[src/lpm_pkg.sv]
// Shared types and constants for the IPv4 longest-prefix-match route table.
// Holds request/response payloads, table entry layout, controller commands and status.
// No dependencies.
package lpm_pkg;

	localparam logic [1:0] REQ_INSERT = 2'd0;
	localparam logic [1:0] REQ_LOOKUP = 2'd1;
	localparam logic [1:0] REQ_DELETE = 2'd2;

	localparam logic [1:0] STAT_OK   = 2'd0;
	localparam logic [1:0] STAT_MISS = 2'd1;
	localparam logic [1:0] STAT_FULL = 2'd2;

	localparam logic [5:0]  MAX_LEN   = 6'd32;
	localparam logic [31:0] FULL_MASK = 32'hffffffff;

	typedef struct packed {
		logic [1:0]  req_type;
		logic [31:0] addr;
		logic [5:0]  prefix_len;
		logic [31:0] next_hop;
		logic [7:0]  if_index;
	} req_t;

	typedef struct packed {
		logic [1:0]  status;
		logic [31:0] next_hop_out;
		logic [5:0]  prefix_len_out;
		logic [7:0]  if_index_out;
	} rsp_t;

	typedef struct packed {
		logic        valid;
		logic [31:0] prefix;
		logic [5:0]  length;
		logic [31:0] next_hop;
		logic [7:0]  iface;
	} entry_t;

	typedef struct packed {
		logic clr;
		logic load;
		logic scan;
		logic finish;
	} ctl_cmd_t;

	typedef struct packed {
		logic idx_last;
		logic out_free;
	} dp_sts_t;

	typedef enum logic [2:0] {
		S_CLEAR,
		S_IDLE,
		S_SCAN,
		S_DRAIN,
		S_FINISH
	} state_t;

	// Network mask of a saturated prefix length (0 matches everything).
	function automatic logic [31:0] len_mask(input logic [5:0] len);
		logic [31:0] m;
		if (len == 6'd0) begin
			m = '0;
		end else if (len >= MAX_LEN) begin
			m = FULL_MASK;
		end else begin
			m = ~(FULL_MASK >> len);
		end
		return m;
	endfunction

	function automatic logic [5:0] sat_len(input logic [5:0] len);
		return (len > MAX_LEN) ? MAX_LEN : len;
	endfunction

endpackage

[src/lpm_if.sv]
// Valid/ready channels for route table requests and responses.
// Depends on lpm_pkg for the payload types.
interface lpm_req_if;
	import lpm_pkg::*;
	logic valid;
	logic ready;
	req_t payload;
	modport source (output valid, output payload, input ready);
	modport sink (input valid, input payload, output ready);
endinterface

interface lpm_rsp_if;
	import lpm_pkg::*;
	logic valid;
	logic ready;
	rsp_t payload;
	modport source (output valid, output payload, input ready);
	modport sink (input valid, input payload, output ready);
endinterface

[src/lpm_ctrl.sv]
// Controller state machine for the route table: clearing pass, request scan, finish.
// Depends on lpm_pkg; drives the datapath through ctl_cmd_t and reads dp_sts_t.
module lpm_ctrl (
	input  logic              clk,
	input  logic              arst_n,
	input  logic              req_valid,
	output logic              req_ready,
	output lpm_pkg::ctl_cmd_t cmd,
	input  lpm_pkg::dp_sts_t  sts
);
	import lpm_pkg::*;

	state_t state_q, state_nxt;

	always_ff @(posedge clk or negedge arst_n) begin
		if (!arst_n) begin
			state_q <= S_CLEAR;
		end else begin
			state_q <= state_nxt;
		end
	end

	always_comb begin
		state_nxt = state_q;
		unique case (state_q)
			S_CLEAR: begin
				if (sts.idx_last) state_nxt = S_IDLE;
			end
			S_IDLE: begin
				if (req_valid) state_nxt = S_SCAN;
			end
			S_SCAN: begin
				if (sts.idx_last) state_nxt = S_DRAIN;
			end
			S_DRAIN: begin
				state_nxt = S_FINISH;
			end
			S_FINISH: begin
				if (sts.out_free) state_nxt = S_IDLE;
			end
			default: state_nxt = S_CLEAR;
		endcase
	end

	always_comb begin
		cmd       = '0;
		req_ready = 1'b0;
		unique case (state_q)
			S_CLEAR: cmd.clr = 1'b1;
			S_IDLE: begin
				req_ready = 1'b1;
				cmd.load  = req_valid;
			end
			S_SCAN:   cmd.scan = 1'b1;
			S_DRAIN:  cmd = '0;
			// hold the result until the output register frees up
			S_FINISH: cmd.finish = sts.out_free;
			default:  cmd = '0;
		endcase
	end

endmodule

[src/lpm_dp.sv]
// Datapath of the route table: entry memory, scan counter, match compare and result register.
// Depends on lpm_pkg and the lpm_rsp_if channel; commanded by lpm_ctrl.
module lpm_dp #(
	parameter int ENTRIES = 32
) (
	input  logic              clk,
	input  logic              arst_n,
	input  lpm_pkg::ctl_cmd_t cmd,
	output lpm_pkg::dp_sts_t  sts,
	input  lpm_pkg::req_t     req_payload,
	lpm_rsp_if.source         rsp
);
	import lpm_pkg::*;

	localparam int IDX_W = (ENTRIES > 1) ? $clog2(ENTRIES) : 1;
	localparam logic [IDX_W-1:0] IDX_LAST = IDX_W'(ENTRIES - 1);

	entry_t mem_q [ENTRIES];

	logic [IDX_W-1:0] idx_q;
	logic [IDX_W-1:0] idx_s1;
	logic             cmp_vld_s1;
	entry_t           rd_s1;

	// latched request
	logic [1:0]  kind_q;
	logic [31:0] addr_q;
	logic [31:0] masked_q;
	logic [5:0]  len_q;
	logic [31:0] nh_q;
	logic [7:0]  ifx_q;

	// scan results
	logic             exact_found_q;
	logic [IDX_W-1:0] exact_idx_q;
	logic             free_found_q;
	logic [IDX_W-1:0] free_idx_q;
	logic             best_found_q;
	logic [5:0]       best_len_q;
	logic [31:0]      best_nh_q;
	logic [7:0]       best_if_q;

	logic             out_valid_q;
	rsp_t             out_q;

	logic             hit_exact;
	logic             hit_best;
	logic             mem_we;
	logic [IDX_W-1:0] mem_wa;
	entry_t           mem_wd;
	rsp_t             rsp_nxt;
	logic [5:0]       in_len;

	assign in_len = sat_len(req_payload.prefix_len);

	assign sts.idx_last = (idx_q == IDX_LAST);
	assign sts.out_free = !out_valid_q || rsp.ready;

	assign rsp.valid   = out_valid_q;
	assign rsp.payload = out_q;

	always_ff @(posedge clk or negedge arst_n) begin
		if (!arst_n) begin
			idx_q <= '0;
		end else if (cmd.load || ((cmd.clr || cmd.scan) && sts.idx_last)) begin
			idx_q <= '0;
		end else if (cmd.clr || cmd.scan) begin
			idx_q <= idx_q + 1'b1;
		end
	end

	// memory: one write port, one registered read port
	always_ff @(posedge clk) begin
		if (mem_we) begin
			mem_q[mem_wa] <= mem_wd;
		end
		rd_s1  <= mem_q[idx_q];
		idx_s1 <= idx_q;
	end

	always_ff @(posedge clk or negedge arst_n) begin
		if (!arst_n) begin
			cmp_vld_s1 <= 1'b0;
		end else begin
			cmp_vld_s1 <= cmd.scan;
		end
	end

	always_ff @(posedge clk) begin
		if (cmd.load) begin
			kind_q   <= req_payload.req_type;
			addr_q   <= req_payload.addr;
			masked_q <= req_payload.addr & len_mask(in_len);
			len_q    <= in_len;
			nh_q     <= req_payload.next_hop;
			ifx_q    <= req_payload.if_index;
		end
	end

	assign hit_exact = rd_s1.valid && (rd_s1.prefix == masked_q) && (rd_s1.length == len_q);
	assign hit_best  = rd_s1.valid && ((addr_q & len_mask(rd_s1.length)) == rd_s1.prefix)
		&& (!best_found_q || (rd_s1.length > best_len_q));

	always_ff @(posedge clk or negedge arst_n) begin
		if (!arst_n) begin
			exact_found_q <= 1'b0;
			free_found_q  <= 1'b0;
			best_found_q  <= 1'b0;
		end else if (cmd.load) begin
			exact_found_q <= 1'b0;
			free_found_q  <= 1'b0;
			best_found_q  <= 1'b0;
		end else if (cmp_vld_s1) begin
			if (hit_exact) exact_found_q <= 1'b1;
			if (!rd_s1.valid) free_found_q <= 1'b1;
			if (hit_best) best_found_q <= 1'b1;
		end
	end

	// keep the lowest slot on ties
	always_ff @(posedge clk) begin
		if (cmp_vld_s1) begin
			if (hit_exact && !exact_found_q) exact_idx_q <= idx_s1;
			if (!rd_s1.valid && !free_found_q) free_idx_q <= idx_s1;
			if (hit_best) begin
				best_len_q <= rd_s1.length;
				best_nh_q  <= rd_s1.next_hop;
				best_if_q  <= rd_s1.iface;
			end
		end
	end

	always_comb begin
		mem_we  = 1'b0;
		mem_wa  = idx_q;
		mem_wd  = '0;
		rsp_nxt = '0;
		rsp_nxt.status = STAT_MISS;
		if (cmd.clr) begin
			mem_we = 1'b1;
		end else if (cmd.finish) begin
			unique case (kind_q)
				REQ_INSERT: begin
					mem_wd = '{valid: 1'b1, prefix: masked_q, length: len_q,
						next_hop: nh_q, iface: ifx_q};
					if (exact_found_q) begin
						mem_we = 1'b1;
						mem_wa = exact_idx_q;
						rsp_nxt.status = STAT_OK;
					end else if (free_found_q) begin
						mem_we = 1'b1;
						mem_wa = free_idx_q;
						rsp_nxt.status = STAT_OK;
					end else begin
						rsp_nxt.status = STAT_FULL;
					end
				end
				REQ_LOOKUP: begin
					if (best_found_q) begin
						rsp_nxt.status         = STAT_OK;
						rsp_nxt.next_hop_out   = best_nh_q;
						rsp_nxt.prefix_len_out = best_len_q;
						rsp_nxt.if_index_out   = best_if_q;
					end
				end
				REQ_DELETE: begin
					if (exact_found_q) begin
						mem_we = 1'b1;
						mem_wa = exact_idx_q;
						rsp_nxt.status = STAT_OK;
					end
				end
				default: rsp_nxt.status = STAT_MISS;
			endcase
		end
	end

	always_ff @(posedge clk or negedge arst_n) begin
		if (!arst_n) begin
			out_valid_q <= 1'b0;
		end else if (cmd.finish) begin
			out_valid_q <= 1'b1;
		end else if (rsp.ready) begin
			out_valid_q <= 1'b0;
		end
	end

	always_ff @(posedge clk) begin
		if (cmd.finish) begin
			out_q <= rsp_nxt;
		end
	end

endmodule

[src/ipv4_lpm_route_table.sv]
// IPv4 longest-prefix-match route table, one request at a time.
// A request scans every slot, one memory read and masked compare per cycle;
// the next request is accepted only once the response has been registered, while the
// response register drains in parallel.
// After reset the table runs a clearing pass over every slot before the first accept.
// Depends on lpm_pkg, lpm_if, lpm_ctrl and lpm_dp.
module ipv4_lpm_route_table #(
	parameter int ENTRIES = 32
) (
	input logic       clk,
	input logic       arst_n,
	lpm_req_if.sink   req,
	lpm_rsp_if.source rsp
);
	import lpm_pkg::*;

	ctl_cmd_t cmd;
	dp_sts_t  sts;

	lpm_ctrl u_ctrl (
		.clk       (clk),
		.arst_n    (arst_n),
		.req_valid (req.valid),
		.req_ready (req.ready),
		.cmd       (cmd),
		.sts       (sts)
	);

	lpm_dp #(
		.ENTRIES (ENTRIES)
	) u_dp (
		.clk         (clk),
		.arst_n      (arst_n),
		.cmd         (cmd),
		.sts         (sts),
		.req_payload (req.payload),
		.rsp         (rsp)
	);

endmodule

[src/flat_wrapper.sv]
// flat-port wrapper written by rule: the top's interface ports become plain ports
module ipv4_lpm_route_table_flat import lpm_pkg::*;
#(
	parameter int ENTRIES = 32
)
  (clk, arst_n, req_valid, req_payload, req_ready, rsp_valid, rsp_payload, rsp_ready);
  lpm_req_if req_i ();
  lpm_rsp_if rsp_i ();
  input logic clk;
  input logic arst_n;
  input wire logic [$bits(req_i.valid)-1:0] req_valid;
  input wire logic [$bits(req_i.payload)-1:0] req_payload;
  output wire logic [$bits(req_i.ready)-1:0] req_ready;
  output wire logic [$bits(rsp_i.valid)-1:0] rsp_valid;
  output wire logic [$bits(rsp_i.payload)-1:0] rsp_payload;
  input wire logic [$bits(rsp_i.ready)-1:0] rsp_ready;
  assign req_i.valid = req_valid;
  assign req_i.payload = req_payload;
  assign req_ready = req_i.ready;
  assign rsp_valid = rsp_i.valid;
  assign rsp_payload = rsp_i.payload;
  assign rsp_i.ready = rsp_ready;
  ipv4_lpm_route_table #(.ENTRIES(ENTRIES)) u_core (.clk(clk), .arst_n(arst_n), .req(req_i), .rsp(rsp_i));
endmodule
[config.mk]
export PLATFORM = sky130hd
export DESIGN_NAME = ipv4_lpm_route_table_flat
export DESIGN_NICKNAME = d
export VERILOG_FILES = /design/src/lpm_pkg.sv /design/src/lpm_if.sv /design/src/lpm_ctrl.sv /design/src/lpm_dp.sv /design/src/ipv4_lpm_route_table.sv /design/src/flat_wrapper.sv
export SDC_FILE = /design/constraint.sdc
export NUM_CORES = 2
export LEC_CHECK = 0
export BUFFER_PORTS_ARGS = -buffer_cell sky130_fd_sc_hd__buf_2
export CAP_MARGIN = 5
export CORE_ASPECT_RATIO = 0.9
export CORE_MARGIN = 3
export CORE_UTILIZATION = 45
export CTS_BUF_LIST = sky130_fd_sc_hd__clkbuf_4 sky130_fd_sc_hd__clkbuf_8 sky130_fd_sc_hd__clkbuf_16
export CTS_CLUSTER_DIAMETER = 40
export DETAILED_ROUTE_END_ITERATION = 8
export PLACE_DENSITY = 0.63
export SYNTH_ARGS = -nofsm -noshare
export SYNTH_HDL_FRONTEND = slang
export SYNTH_SLANG_ARGS = --single-unit
[constraint.sdc]
create_clock -name clk -period 13.4 [get_ports clk]
set_input_delay 2.68 -clock clk [delete_from_list [all_inputs] [get_ports clk]]
set_output_delay 2.68 -clock clk [all_outputs]
set_load 0.02 [all_outputs]
# --- After elaboration in Yosys (flattened, before gate mapping) ---
# Memory sizes are Yosys's and may differ from the RTL's. A register that Yosys moved wholly into a read port is not among the register bits.
# Index checks and enable logic that the tools add are counted.
totals:
  ff_bits: 234
  mem_bits_rw: 2528
  out_inout_bits: 50
  elab_cells: 136
  mem_count: 1
classes:
  add_sub_neg: 1
  n_lt_le_gt_ge: 4
  n_eq_ne: 15
  shift: 2
  mux: 51
  n_bitwise: 6
  n_reduce_logical: 33
mem_list:
  columns: ["name", "words", "word_bits", "rd", "rd_clocked_by_memory_dff", "write_ports", "line", "source"]
  rows:
  - ["u_core.u_dp.mem_q", 32, 79, 1, 1, 1, "lpm_dp.sv:18", "entry_t mem_q [ENTRIES];"]
op_table:
  columns: ["operator", "count"]
  rows:
  - ["79-bit 2-to-1 mux", 3]
  - ["32-bit 2-to-1 mux", 5]
  - ["32-bit AND", 2]
  - ["32-bit equality test", 2]
  - ["32-bit NOT", 2]
  - ["32-bit by 6-bit >> shifter with 32-bit output, first input constant", 2]
  - ["47-bit 2-to-1 mux", 1]
  - ["5-bit 2-to-1 mux", 7]
  - ["1-bit 2-to-1 mux", 24]
  - ["3-bit one-hot mux with 5 select lines", 1]
  - ["6-bit >= comparator, second input constant", 2]
  - ["6-bit logical NOT", 2]
  - ["3-bit 2-to-1 mux", 4]
  - ["2-bit AND reduction", 6]
  - ["2-bit inequality test, second input constant", 5]
  - ["5-bit one-hot mux with 2 select lines", 1]
  - ["2-bit nonzero test", 5]
  - ["1-bit logical AND", 7]
  - ["3-bit by 2-bit equality test with 1-bit output, second input constant", 2]
  - ["6-bit equality test", 1]
  - ["6-bit greater-than comparator", 1]
  - ["6-bit greater-than comparator, second input constant", 1]
  - ["6-bit 2-to-1 mux", 1]
  - ["2-bit one-hot mux with 3 select lines", 1]
  - ["other kinds (15)", 24]

# --- Logic depth before layout (Yosys ltp) ---
depth:
  depth_word: 11
  depth_mapped: 10
  ltp_nobuf: 8

# --- Hierarchy ---
# From an unflattened synthesis, not the netlist that was laid out.
hier_totals:
  hier_cells: 4532
  area_unflattened_um2: 107860.9
modules_own_cells:
  columns: ["module", "instances", "cells_per_inst", "area_per_inst_um2", "seq_area_each_um2"]
  rows:
  - ["lpm_dp", 1, 4513, 107667.0, 84330.9]
  - ["lpm_ctrl", 1, 19, 193.9, 75.1]

# --- Worst setup path after synthesis ---
# Ideal clock, no wire load.
synth_path:
  kind: "input-to-reg"
  start: "input port rsp_ready"
  end: "memory u_core.u_dp.mem_q[0][0] (netlist bit), enable pin"
  arrival_time_ns: 7.037
  slack_ns: 5.846
  path_stages: 6
  path_buffers: 0
  cell_sequence: "nand2b_1 -> nand4_1 -> o22a_1 -> o21ai_0 -> nand3_1 -> nor2_1"
synth_between:
  elab_chain_len: 6
synth_rtl:
  columns: ["item", "line", "source"]
  rows:
  - ["from (decl)", "flat_wrapper.sv:16", "input wire logic [$bits(rsp_i.ready)-1:0] rsp_ready;"]
  - ["1-bit logical OR (*)", "lpm_dp.sv:57", "assign sts.out_free = !out_valid_q || rsp.ready;"]
  - ["1-bit 2-to-1 mux (*)", "lpm_ctrl.sv:48", "unique case (state_q)"]
  - ["1-bit 2-to-1 mux", "lpm_dp.sv:141", "end else if (cmd.finish) begin"]
  - ["1-bit 2-to-1 mux", "lpm_dp.sv:139", "if (cmd.clr) begin"]
  - ["1-bit 2-to-1 mux", "lpm_dp.sv:74", "if (mem_we) begin"]
  - ["1-bit 2-to-1 mux (implied by the code)", "lpm_dp.sv:75", "mem_q[mem_wa] <= mem_wd;"]
  - ["to (decl)", "lpm_dp.sv:18", null]
# Every way passes the cells marked *; elsewhere a longest branch is shown, timed or not.

# --- Worst setup path after layout ---
layout_path:
  start: "input port rsp_ready"
  end: "memory u_core.u_dp.mem_q[3][30] (netlist bit), enable pin"
# The elaborated chain is that of the path after synthesis.

==> qor.csv <==
metric;value;unit
number of pins exceeding their max-slew limit in the final report;0;
Non-Filler Cell Area, Final;125000;sq um
final routed wirelength across all metal layers;261;mm
number of stages on the worst setup path;9;
first element of the critical path;rsp_ready;
slew at the pin with the worst max-slew slack;1.20;ns
top-level port count;134;
count of TritonRoute iterations in the first routing pass;5;
# Max-Cap Violations;0;
overall global routing resource usage;21.3;%
total negative setup slack;0;ns
initial antenna violation count;10;
R2R depth;7;
Final Hold Viols;0;
capture instance of the worst register-to-register path;u_core.u_dp.rd_s1[21]$_DFF_P_;
pwr/cell area;211;nW/um^2
unrepaired setup endpoints after global routing;no;
run status;finished, final reports clean;
hold-fix buffer count after cts;0;
total die area;246000;sq um
startpoint type of the worst setup path;input pin;
Critical Setup Path Class;in2reg;
cell at the root of the clock tree;sky130_fd_sc_hd__clkbuf_16;
Power, Total;0.0265;W
Post-Syn Area per Cell;23.7;sq um
total number of nets in the final design;5002;
cell area after technology mapping;108000;sq um
Max Clock Skew;0.0714;ns
series of cell instances along the critical path;buf_2 > nor2b_1 > nor3_2 > a21oi_1 > a211oi_1 > nand2_1 > nor2_4 > buf_4 > buf_4;
static leakage;43.6;nW
prevailing post-synth register cell;sky130_fd_sc_hd__edfxtp_1;
Post-Synthesis Net Count;4639;
number of enable-type register cells in the synthesized netlist;2744;
Async SR Flop Fraction;0.458;%
gate count of the mapped netlist;4547;
remaining antenna violation count;0;
class of the tightest hold or removal check;reg2reg;
final period utilization;47.0;%
instance area after placement;113000;sq um
ratio of routed vias to standard cells;5.96;
first-pass GRT wire length;377;mm
crit-path most repeated cell;sky130_fd_sc_hd__buf_4;
cell with the largest stage delay on the worst path;sky130_fd_sc_hd__nor2_4;
maximum level of the CTS H-tree;5;
number of buffers between clock root and the deepest sink;4;
slew margin rel.;20.1;%
Peak supply drop;0.000253;V
number of placement rows;169;
family of cells with the greatest summed delay on the critical path;simple AND/OR/NAND/NOR gates;
CP max stage delay;1.05;ns
fraction of layout instances using a drive strength above 1;34.4;%
maximum number of pins on one net before global-route repair;145;
crit end category;flop;
effective utilization at floorplan;45.5;%
startpoint of the lowest-slack register-to-register path;u_core.u_dp.idx_q[0]$_DFFE_PN0P_;
Num Clock Sinks;2841;
width of the die;522;um
floorplan core area;237000;sq um
via count;49900;
CP Data Required Time;13.88;ns
flop and latch count out of synthesis;2841;
CP Data Arrival Time;6.79;ns
Setup crit end;u_core.u_dp.mem_q[3][30]$_DFFE_PP_;
cts repair resizes;0;
number of DRC violations after detailed-routing iteration 0;6216;
maximum clock rate;159;MHz
clock tree from TritonCTS;built;
die boundary height;471;um
post-detail-place hpwl;132;mm
GPL Wtd Cong;0.904;
total setup violations reported at the end of the flow;0;
number of clock buffers inserted by TritonCTS;361;
flop2flop setup slack;7.83;ns
vias in the first global route;51300;
worst hold slack;0.401;ns
post-synth cell types;68;
DR WL/cell;31.2;um
CP Max Fanout;37;
Final min period;6.30;ns
Final Util;52.9;%
port buffer count;133;
insertion delay of the later-clocked pin in the worst-skew pair;0.89;ns
Seq/Total Area, Yosys;78.2;%
sum of buffers and inverters on the critical path;3;
Worst-path clk slew;0.05;ns
signed area change from the synthesized netlist to the final layout;16.2;%
setup bufs post-CTS;0;
Warnings, synthesis;0;
total congestion overflow after global routing;0;
post-detailed-route DRC marker count;0;
## cell usage after synthesis, types with 9 or more instances
library cell               instances  area [sq um]
sky130_fd_sc_hd__edfxtp_1       2744         82400
sky130_fd_sc_hd__mux4_2          790         17800
sky130_fd_sc_hd__clkbuf_1        127           477
sky130_fd_sc_hd__and2_1          125           782
sky130_fd_sc_hd__dfxtp_1          84          1680
sky130_fd_sc_hd__mux2_2           79           890
sky130_fd_sc_hd__buf_2            65           325
sky130_fd_sc_hd__nor2_1           50           188
sky130_fd_sc_hd__nor2b_1          33           206
sky130_fd_sc_hd__xnor2_1          33           289
sky130_fd_sc_hd__inv_1            32           120
sky130_fd_sc_hd__nand2_1          28           105
sky130_fd_sc_hd__buf_1            27           101
sky130_fd_sc_hd__o21a_1           26           195
sky130_fd_sc_hd__a21oi_1          25           125
sky130_fd_sc_hd__nand3_1          25           125
sky130_fd_sc_hd__o21ai_0          19          95.1
sky130_fd_sc_hd__nand4_1          18           113
sky130_fd_sc_hd__nor4_1           18           113
sky130_fd_sc_hd__dfrtp_1          13           325
sky130_fd_sc_hd__nor3_1           13          65.1
sky130_fd_sc_hd__xor2_1           13           114
sky130_fd_sc_hd__buf_4            12          90.1
sky130_fd_sc_hd__a31oi_1           9          56.3
sky130_fd_sc_hd__and3_1            9          56.3
## worst register-to-register path, cell delays in order (launching register included)
cell	delay [ns]
sky130_fd_sc_hd__dfrtp_4	0.70
sky130_fd_sc_hd__buf_4	0.81
sky130_fd_sc_hd__buf_12	0.79
sky130_fd_sc_hd__buf_12	0.67
sky130_fd_sc_hd__buf_4	1.05
sky130_fd_sc_hd__mux4_2	0.61
sky130_fd_sc_hd__mux4_2	0.55
sky130_fd_sc_hd__mux2_2	0.29
## layout by cell type, fill, tap and decap left out, types with 36 or more instances in the layout
cell	instances
sky130_fd_sc_hd__edfxtp_1	2744
sky130_fd_sc_hd__clkinvlp_4	42
sky130_fd_sc_hd__mux4_2	790
sky130_fd_sc_hd__clkbuf_16	365
sky130_fd_sc_hd__clkinv_2	37
sky130_fd_sc_hd__clkinv_4	36
sky130_fd_sc_hd__buf_4	87
sky130_fd_sc_hd__mux2_2	79
sky130_fd_sc_hd__bufinv_16	46
sky130_fd_sc_hd__buf_2	133
sky130_fd_sc_hd__and2_1	124
sky130_fd_sc_hd__dfxtp_1	84
sky130_fd_sc_hd__inv_6	40
## per-stage QoR
| stage | cells | setup WS, ns |
|---|---|---|
| after global routing | 8378 | 6.89 |
| after global placement | 7710 | 6.14 |
| final | 8379 | 7.10 |
| after floorplan | 4547 | 5.85 |
| after detailed placement | 7710 | 6.17 |
| after CTS | 8374 | 7.11 |
## cell families (layout without fill, tap and decap cells)
family                   after synthesis  count (layout)  share of synthesized area, %
AO/OA/AOI/OAI                        160             160                          1.05
XOR/XNOR                              46              46                         0.373
adder cells (fa/ha/maj)                8               8                        0.0928
buffers and inverters                265             929                          1.05
flip-flops                          2841            2841                          78.2
multiplexers                         871             871                          17.3
other                                  0               5                             0
AND/OR/NAND/NOR                      356             356                          1.89
## layout make-up
type,instances,area [sq um]
inverter,32,120
fill,17700,112000
antenna,5,12.5
tap,3163,3960
multi-input combinational,1441,22700
clock inverter,258,3180
timing repair buffer,233,1580
sequential,2841,84400
clock buffer,406,9510
## report_power, final
group | internal, W | switching (W) | leakage [nW]
Sequential | 0.0104 | 0.000395 | 29.4
Combinational | 0.00256 | 0.00311 | 8.05
Clock | 0.00611 | 0.00389 | 6.13
## worst min-delay path by stage
stage | start | end | slack (ns) | cells past startpoint
6_report | u_core.u_dp.rd_s1[3]$_DFF_P_ | u_core.u_dp.best_if_q[3]$_DFFE_PP_ | 0.40 | 0
2_1_floorplan | u_core.u_dp.idx_q[3]$_DFFE_PN0P_ | u_core.u_dp.idx_s1[3]$_DFF_P_ | 0.35 | 0
4_1_cts | u_core.u_dp.rd_s1[1]$_DFF_P_ | u_core.u_dp.best_if_q[1]$_DFFE_PP_ | 0.40 | 0
5_1_grt | u_core.u_dp.rd_s1[1]$_DFF_P_ | u_core.u_dp.best_if_q[1]$_DFFE_PP_ | 0.40 | 0
3_5_place_dp | u_core.u_dp.rd_s1[3]$_DFF_P_ | u_core.u_dp.best_if_q[3]$_DFFE_PP_ | 0.39 | 0
3_3_place_gp | u_core.u_dp.rd_s1[3]$_DFF_P_ | u_core.u_dp.best_if_q[3]$_DFFE_PP_ | 0.39 | 0
## state kept, by name, indices dropped and copies added, names as in the netlist, 32 cells and up
register	count
u_core.u_dp.addr_q	32
u_core.u_dp.best_nh_q	32
u_core.u_dp.masked_q	32
u_core.u_dp.mem_q	2528
u_core.u_dp.nh_q	32
u_core.u_dp.rd_s1	79
u_core.u_dp.rsp.payload	48
## layer usage
layer  up-vias  track usage (%)  routed length, um
met5         -                0                  0
li1      20200                -                  -
met4         0             6.04               7270
met2      2044             33.2             126000
met3       419             3.84              18300
met1     27200             31.0             110000
Power figures use the tool's default switching activity.
